$ cat config.mk
export PLATFORM = sky130hd
export DESIGN_NAME = aligned_bitmap_run_allocator
export DESIGN_NICKNAME = d
export VERILOG_FILES = /design/src/rtl/aba_pkg.sv /design/src/rtl/aba_ram.sv /design/src/rtl/aligned_bitmap_run_allocator.sv
export SDC_FILE = /design/constraint.sdc
export NUM_CORES = 2
export LEC_CHECK = 0
export BUFFER_PORTS_ARGS = -buffer_cell sky130_fd_sc_hd__clkbuf_2
export CAP_MARGIN = 10
export CORE_AREA = 3 3 545 547
export CTS_CLUSTER_DIAMETER = 30
export DETAILED_ROUTE_END_ITERATION = 8
export DIE_AREA = 0 0 548 550
export SETUP_SLACK_MARGIN = 0.3
export SKIP_CTS_REPAIR_TIMING = 1
export SYNTH_ARGS = -nofsm -noshare
export SYNTH_HDL_FRONTEND = slang
export SYNTH_SLANG_ARGS = --single-unit
$ cat constraint.sdc
create_clock -name clk -period 16 [get_ports clk]
set_input_delay 1.6 -clock clk [delete_from_list [all_inputs] [get_ports clk]]
set_output_delay 1.6 -clock clk [all_outputs]
set_load 0.05 [all_outputs]
$ cat src/rtl/aba_pkg.sv
// Shared constants, codes and helpers for the aligned bitmap run allocator.
package aba_pkg;

  // Bitmap word geometry: one memory row holds this many in-use bits.
  localparam int WORD_W = 64;
  localparam int OFF_W  = 6;

  // Field widths of the request and result ports.
  localparam int ORDER_W = 4;
  localparam int LEN_W   = 6;
  localparam int INDEX_W = 11;
  localparam int SLOT_W  = 11;
  localparam int STATUS_W = 2;
  localparam int LOG_W   = 3;

  // Entry counts up to 2048 inclusive need one bit more than an index.
  localparam int ENT_W = 12;

  // Table order limits.
  localparam logic [ORDER_W-1:0] MIN_ORDER   = 4'd8;
  localparam logic [ORDER_W-1:0] MAX_ORDER   = 4'hB;
  localparam logic [ORDER_W-1:0] RESET_ORDER = 4'hB;

  // Request functions.
  localparam logic FUNC_ALLOC = 1'b0;
  localparam logic FUNC_FREE  = 1'b1;

  // Result status codes.
  localparam logic [STATUS_W-1:0] ST_OK      = 2'd0;
  localparam logic [STATUS_W-1:0] ST_NOSPACE = 2'd1;
  localparam logic [STATUS_W-1:0] ST_BAD     = 2'd2;

  // Base-two log of a power-of-two run length; other lengths never reach use.
  function automatic logic [LOG_W-1:0] run_log2(input logic [LEN_W-1:0] len);
    logic [LOG_W-1:0] r;
    case (len)
      6'd2:    r = 3'd1;
      6'd4:    r = 3'd2;
      6'd8:    r = 3'd3;
      6'd16:   r = 3'd4;
      6'd32:   r = 3'd5;
      default: r = 3'd0;
    endcase
    return r;
  endfunction

endpackage

$ cat src/rtl/aba_ram.sv
// Generic single-write, single-read memory with a registered read port.
module aba_ram #(
  parameter int WIDTH = 64,
  parameter int DEPTH = 32
) (
  input  logic                     clk,
  input  logic                     we,
  input  logic [$clog2(DEPTH)-1:0] waddr,
  input  logic [WIDTH-1:0]         wdata,
  input  logic [$clog2(DEPTH)-1:0] raddr,
  output logic [WIDTH-1:0]         rdata
);

  logic [WIDTH-1:0] mem [DEPTH];

  // Write port.
  always_ff @(posedge clk) begin
    if (we) begin
      mem[waddr] <= wdata;
    end
  end

  // Registered read port.
  always_ff @(posedge clk) begin
    rdata <= mem[raddr];
  end

endmodule

$ cat src/rtl/aligned_bitmap_run_allocator.sv
// Top level of the aligned power-of-two run allocator over an in-use bitmap.
//
//   channel   ports                               transfer when
//   request   func, run_length, start_index       start high and busy low
//   result    status, slot                        done high (one cycle)
//   config    cfg_wr_data                         cfg_wr_en high
//
// An allocate issues the first read, then examines one 64-bit word after another
// through the shared word evaluator, up to 2^table_order / 64 words: 4 to 32.
// A free does one read-modify-write per touched word, one or two words; a bad
// length or range is refused in idle. done rises in the cycle after the last step.
// Reset clears the bitmap at once through per-word valid bits; no sweep.
// The receiver cannot stall; busy is low again in the cycle done is shown.
module aligned_bitmap_run_allocator #(
  parameter int MAX_ENTRIES = 2048,
  parameter int MAX_RUN     = 32
) (
  input  logic                          clk,
  input  logic                          rst,
  input  logic                          cfg_wr_en,
  input  logic [aba_pkg::ORDER_W-1:0]   cfg_wr_data,
  input  logic                          start,
  output logic                          busy,
  input  logic                          func,
  input  logic [aba_pkg::LEN_W-1:0]     run_length,
  input  logic [aba_pkg::INDEX_W-1:0]   start_index,
  output logic                          done,
  output logic [aba_pkg::STATUS_W-1:0]  status,
  output logic [aba_pkg::SLOT_W-1:0]    slot
);

  localparam int W     = aba_pkg::WORD_W;
  localparam int WORDS = (MAX_ENTRIES + aba_pkg::WORD_W - 1) / aba_pkg::WORD_W;
  localparam int AW    = $clog2(WORDS);

  localparam logic [2:0] S_IDLE    = 3'd0;
  localparam logic [2:0] S_SCAN    = 3'd1;
  localparam logic [2:0] S_FREE_LO = 3'd2;
  localparam logic [2:0] S_FREE_HI = 3'd3;

  logic [2:0]                      state, state_next;
  logic [aba_pkg::ORDER_W-1:0]     table_order;
  logic [aba_pkg::LEN_W-1:0]       req_len;
  logic [aba_pkg::LOG_W-1:0]       req_log;
  logic [aba_pkg::OFF_W-1:0]       req_off;
  logic [AW-1:0]                   word_addr;
  logic [WORDS-1:0]                row_valid;
  logic                            done_next;
  logic [aba_pkg::STATUS_W-1:0]    status_next;
  logic [aba_pkg::SLOT_W-1:0]      slot_next;

  logic [AW-1:0]                   raddr;
  logic                            we;
  logic [W-1:0]                    wdata;
  logic [W-1:0]                    rdata;
  logic [W-1:0]                    word;

  logic [aba_pkg::ORDER_W-1:0]     ord_c;
  logic [aba_pkg::ENT_W-1:0]       entries;
  logic [AW-1:0]                   last_word;
  logic                            accept;
  logic                            len_ok;
  logic                            free_fits;
  logic [AW-1:0]                   start_word;

  logic [aba_pkg::ENT_W-1:0]       rem;
  logic [W-1:0]                    in_mask;
  logic [W-1:0]                    occ;
  logic [W-1:0]                    run_free [6];
  logic [W-1:0]                    cand;
  logic                            found;
  logic [aba_pkg::OFF_W-1:0]       hit_off;
  logic [W-1:0]                    len_mask;
  logic [2*W-1:0]                  free_mask;

  aba_ram #(
    .WIDTH (W),
    .DEPTH (WORDS)
  ) u_map (
    .clk   (clk),
    .we    (we),
    .waddr (word_addr),
    .wdata (wdata),
    .raddr (raddr),
    .rdata (rdata)
  );

  // Table size from the clamped order, capped at the bitmap depth.
  always_comb begin
    ord_c = table_order;
    if (ord_c < aba_pkg::MIN_ORDER) begin
      ord_c = aba_pkg::MIN_ORDER;
    end
    if (ord_c > aba_pkg::MAX_ORDER) begin
      ord_c = aba_pkg::MAX_ORDER;
    end
    entries = aba_pkg::ENT_W'(1) << ord_c;
    if (entries > aba_pkg::ENT_W'(MAX_ENTRIES)) begin
      entries = aba_pkg::ENT_W'(MAX_ENTRIES);
    end
    last_word = AW'((entries - aba_pkg::ENT_W'(1)) >> aba_pkg::OFF_W);
  end

  // Request checks done at acceptance.
  assign accept     = start && !busy;
  assign len_ok     = (run_length != '0) &&
                      (run_length <= aba_pkg::LEN_W'(MAX_RUN)) &&
                      ((run_length & (run_length - aba_pkg::LEN_W'(1))) == '0);
  assign free_fits  = ({1'b0, start_index} + aba_pkg::ENT_W'(run_length)) <= entries;
  assign start_word = AW'(start_index >> aba_pkg::OFF_W);
  assign busy       = (state != S_IDLE);

  // A word never written since reset reads as all free.
  assign word = row_valid[word_addr] ? rdata : '0;

  // Shared word evaluator: mark bits past the table as taken, then find the
  // lowest aligned free run of the requested length within the word.
  always_comb begin
    rem = entries - {word_addr, aba_pkg::OFF_W'(0)};
    if (rem >= aba_pkg::ENT_W'(W)) begin
      in_mask = '1;
    end else begin
      in_mask = (W'(1) << rem[aba_pkg::OFF_W-1:0]) - W'(1);
    end
    occ = word | ~in_mask;
    run_free[0] = ~occ;
    for (int k = 1; k < 6; k++) begin
      for (int b = 0; b < W; b++) begin
        if (b + (1 << (k - 1)) < W) begin
          run_free[k][b] = run_free[k-1][b] & run_free[k-1][b + (1 << (k - 1))];
        end else begin
          run_free[k][b] = 1'b0;
        end
      end
    end
    for (int b = 0; b < W; b++) begin
      cand[b] = run_free[req_log][b] &&
                ((aba_pkg::OFF_W'(b) & aba_pkg::OFF_W'(req_len - aba_pkg::LEN_W'(1))) == '0);
    end
    found   = 1'b0;
    hit_off = '0;
    for (int b = W - 1; b >= 0; b--) begin
      if (cand[b]) begin
        found   = 1'b1;
        hit_off = aba_pkg::OFF_W'(b);
      end
    end
    len_mask  = (W'(1) << req_len) - W'(1);
    free_mask = {{W{1'b0}}, len_mask} << req_off;
  end

  // Sequencer: read address, write, and the next result.
  always_comb begin
    state_next  = state;
    raddr       = '0;
    we          = 1'b0;
    wdata       = word;
    done_next   = 1'b0;
    status_next = aba_pkg::ST_OK;
    slot_next   = '0;
    unique case (state)
      S_IDLE: begin
        if (accept) begin
          if (!len_ok || (func == aba_pkg::FUNC_FREE && !free_fits)) begin
            done_next   = 1'b1;
            status_next = aba_pkg::ST_BAD;
          end else if (func == aba_pkg::FUNC_ALLOC) begin
            raddr      = '0;
            state_next = S_SCAN;
          end else begin
            raddr      = start_word;
            state_next = S_FREE_LO;
          end
        end
      end
      S_SCAN: begin
        raddr = word_addr + AW'(1);
        if (found) begin
          we          = 1'b1;
          wdata       = word | (len_mask << hit_off);
          done_next   = 1'b1;
          status_next = aba_pkg::ST_OK;
          slot_next   = aba_pkg::SLOT_W'({word_addr, hit_off});
          state_next  = S_IDLE;
        end else if (word_addr == last_word) begin
          done_next   = 1'b1;
          status_next = aba_pkg::ST_NOSPACE;
          state_next  = S_IDLE;
        end
      end
      S_FREE_LO: begin
        raddr = word_addr + AW'(1);
        we    = 1'b1;
        wdata = word & ~free_mask[W-1:0];
        if (free_mask[2*W-1:W] == '0) begin
          done_next  = 1'b1;
          state_next = S_IDLE;
        end else begin
          state_next = S_FREE_HI;
        end
      end
      S_FREE_HI: begin
        we         = 1'b1;
        wdata      = word & ~free_mask[2*W-1:W];
        done_next  = 1'b1;
        state_next = S_IDLE;
      end
      default: begin
        state_next = S_IDLE;
      end
    endcase
  end

  // Control state, configuration and valid bits.
  always_ff @(posedge clk) begin
    if (rst) begin
      state       <= S_IDLE;
      table_order <= aba_pkg::RESET_ORDER;
      row_valid   <= '0;
      done        <= 1'b0;
    end else begin
      state <= state_next;
      done  <= done_next;
      if (cfg_wr_en) begin
        table_order <= cfg_wr_data;
      end
      if (we) begin
        row_valid[word_addr] <= 1'b1;
      end
    end
  end

  // Request fields, read address tracking and result payload.
  always_ff @(posedge clk) begin
    word_addr <= raddr;
    if (accept) begin
      req_len <= run_length;
      req_log <= aba_pkg::run_log2(run_length);
      req_off <= start_index[aba_pkg::OFF_W-1:0];
    end
    if (done_next) begin
      status <= status_next;
      slot   <= slot_next;
    end
  end

endmodule

==> metrics.cfg <==
[status]
status = finished clean

[setup_path]
critPathRequiredTime_ps = 16480
path_cells = buf_4 > mux4_2 > and3_1 > or4_1 > or4_4 > buf_4 > a2111oi_0 > o2bb2ai_1 > nand3b_1 > nor2_1 > and3_1 > buf_4 > and2_1 > nand2b_1 > buf_4 > a21oi_1 > nand2_1 > nor2_4 > buf_4 > buf_4
crit_slowest_cell = nor2_4
cp.arrival_ps = 9740
slowest_delay_ps = 1040
crit_buf_inv = 6
crit_family = simple AND/OR/NAND/NOR gates
ff2ff_path_depth = 20
path_class = flop to flop
r2r_start = word_addr[0]
critPathCaptureType = flop
cp-start-kind = flop
rrSetupSlack_ps = 6730
cp_max_fo = 55
r2r_end = u_map.mem[4][59]
cpMostUsedCell = buf_4

[yosys]
synth_cell_types = 100
avgSynthCellArea_um2 = 11.9
synth_seq_cells = 2184
seq_area_frac_synth = 0.632
synthSimpleGateAreaFrac = 0.129
synth_compound_area_frac = 0.157
netlist_instances = 8597
muxShareOfSynthArea = 0.0435
synthAdderAreaFrac = 0.00351
synth_edf_count = 2076
ys_async_sr_fraction = 0
synth_top_flop_cell = edfxtp_1
synth.top_cell.area_share = 0.611
synth_top_family_by_area = compound AO/OA/AOI/OAI gates
syn_area_mm2 = 0.102
synth_top_area_cell = edfxtp_1
synth_xor_area_frac = 0.00378
yosys-top-cells-area = edfxtp_1, nand2_1, o221ai_1
yosys_warnings = 0
synth_fp_nets = 8651

[routing]
dr.pass1.iters = 6
drt_wl_total_mm = 423
routed_via_density = 6.27
ant_nets = 0
drtIter0Drc = 11208
vias = 80464
post-route-drc-count = 0
wl_per_cell_um = 33.0

[hold_path]
hold_path.startpoint = row_valid[2]
worstHoldPathCells = 1
hp-class = flop to flop
hold_end = row_valid[2]

[die]
ioPinCount = 41
die_x_um = 548
core_mm2 = 0.293
fp.dieH_um = 550
start_util = 0.348
num_rows = 199
die_area_mm2 = 0.301

[timing]
tns_ps = 0
finalCritPeriodShare = 0.579
fmax_ghz = 0.108
fin_skew_ps = 74.5
setup_viol = 0
hold_viol = 0
maxSlewViolCount = 0
rsz0062_at_grt = false
min_period_ps = 9270
slew_headroom = 0.129
worstMarginPinSlew_ps = 1270

[grt]
grt_antenna_before_repair = 22
grt_pass1_wl_mm = 590
grt_start_max_net_pins = 162
overflow = 0
grt_pass1_vias = 76879
grt_usage = 0.270

[cells_and_area]
drive_gt1_frac = 0.140
fill_cells = 27012
finalInstanceArea_mm2 = 0.121
area_delta_synth_final_pct = 18.6
finalNetCount = 8631

[clock_tree]
root_buffer = clkbuf_16
clockBufferDepth = 4
cts_tree = yes
cts.sinks = 2184
clk_latency_ps = 910
path_clk_slew_ps = 50
cts_buffers = 381
cts.htree.levels = 5

[pwr]
power_leakage_uw = 0.0409
p_per_area_mw_per_mm2 = 212
peakVddDrop_v = 0.000217

[place]
dpl_cell_area_mm2 = 0.107
portBuffers = 40
globalplace.congestion = 1.02
dpl.hpwl_mm = 257

[job]
cap_violations = 0

==> cell usage after synthesis (92+ instances only) <==
master / number
dfxtp_1: 108
buf_1: 92
nand2_1: 1364
o21ai_0: 301
and3_1: 149
a311oi_1: 259
nor2_1: 391
nand3_1: 563
edfxtp_1: 2076
clkbuf_1: 605
mux2i_1: 287
nor4_1: 122
a21oi_1: 442
o221ai_1: 511
==> metrics by stage <==
stage | total power, uW | util | std cells | worst slack, ps | hold slack [ps]
after floorplan | 13100 | - | 8597 | 8020 | 435
after global placement | 17000 | 0.366 | 12105 | 6190 | 444
after detailed placement | 17000 | 0.366 | 12106 | 6370 | 451
after CTS | 25500 | 0.412 | 12805 | 6840 | 461
after global routing | 26500 | 0.413 | 12815 | 6410 | 479
final | 25700 | 0.413 | 12825 | 6730 | 459
==> power by group <==
group | switching, uW | total, uW | internal (uW)
logic | 7000 | 9430 | 2430
registers | 461 | 7830 | 7370
clock network | 2870 | 8430 | 5560
==> sequential cells by signal, indices dropped and copies added (netlist names), 2 cells and up <==
name and cells:
row_valid 32, req_off 6, u_map.mem 2048, req_log 3, slot 11, word_addr 5, req_len 6, u_map.rdata 64
status 2, state 2, table_order 4
==> layer usage <==
layer / global-route usage / share of wire / vias up
li1: - / - / 33886
met3: 0.0473 / 0.091 / 914
met5: 0 / 0.000017 / -
met1: 0.363 / 0.40 / 40875
met2: 0.423 / 0.46 / 4787
met4: 0.131 / 0.054 / 2
==> worst max path at each step <==
| stage | startpoint | endpoint | slack, ps | cells after the start |
|---|---|---|---|---|
| after detailed placement | run_length[0] | u_map.rdata[43] | 6370 | 28 |
| after floorplan | word_addr[3] | u_map.mem[0][36] | 8020 | 20 |
| final | word_addr[0] | u_map.mem[4][59] | 6730 | 20 |
| after global routing | word_addr[2] | u_map.mem[30][26] | 6410 | 22 |
| after CTS | word_addr[0] | u_map.mem[4][59] | 6840 | 20 |
| after global placement | run_length[0] | u_map.rdata[16] | 6190 | 28 |
==> cells by family after synthesis <==
| logic type | Yosys count |
|---|---|
| simple gates | 2907 |
| mux | 401 |
| flops | 2184 |
| fa+ha+maj | 28 |
| xor+xnor | 44 |
| buf+inv | 818 |
| compound gates | 2215 |
==> area by class of cell <==
cell class	count	area (um^2)	area share
diodes	13	32.5	0.000269
clock buffers	438	10000	0.0830
clock inverters	261	3410	0.0281
inverters	65	267	0.00220
multi-input cells	5595	35000	0.289
flip-flops and latches	2184	64500	0.533
well taps	3919	4900	0.0405
repair buffers	350	2870	0.0237
==> layout by cell type (no fill, tap or decap), drive strengths merged, types with 35 or more instances in the layout <==
cell,synthesis,layout
edfxtp,2076,2076
nand3,563,563
o22ai,61,61
o211ai,87,87
a221oi,35,35
clkinv,5,127
and2,35,35
mux2,89,89
nor2,391,391
nand2,1365,1365
clkbuf,605,479
clkinvlp,0,45
a21oi,443,443
o21a,48,48
nor3,74,74
dfxtp,108,108
o21ai,314,314
a211oi,67,67
and3,149,149
mux2i,287,287
o221ai,511,511
bufinv,0,64
buf,148,309
a31oi,46,46
inv,60,90
a311oi,259,259
nor4,122,122
nand4,41,41
Note: power is estimated with default switching activity, not from simulation.
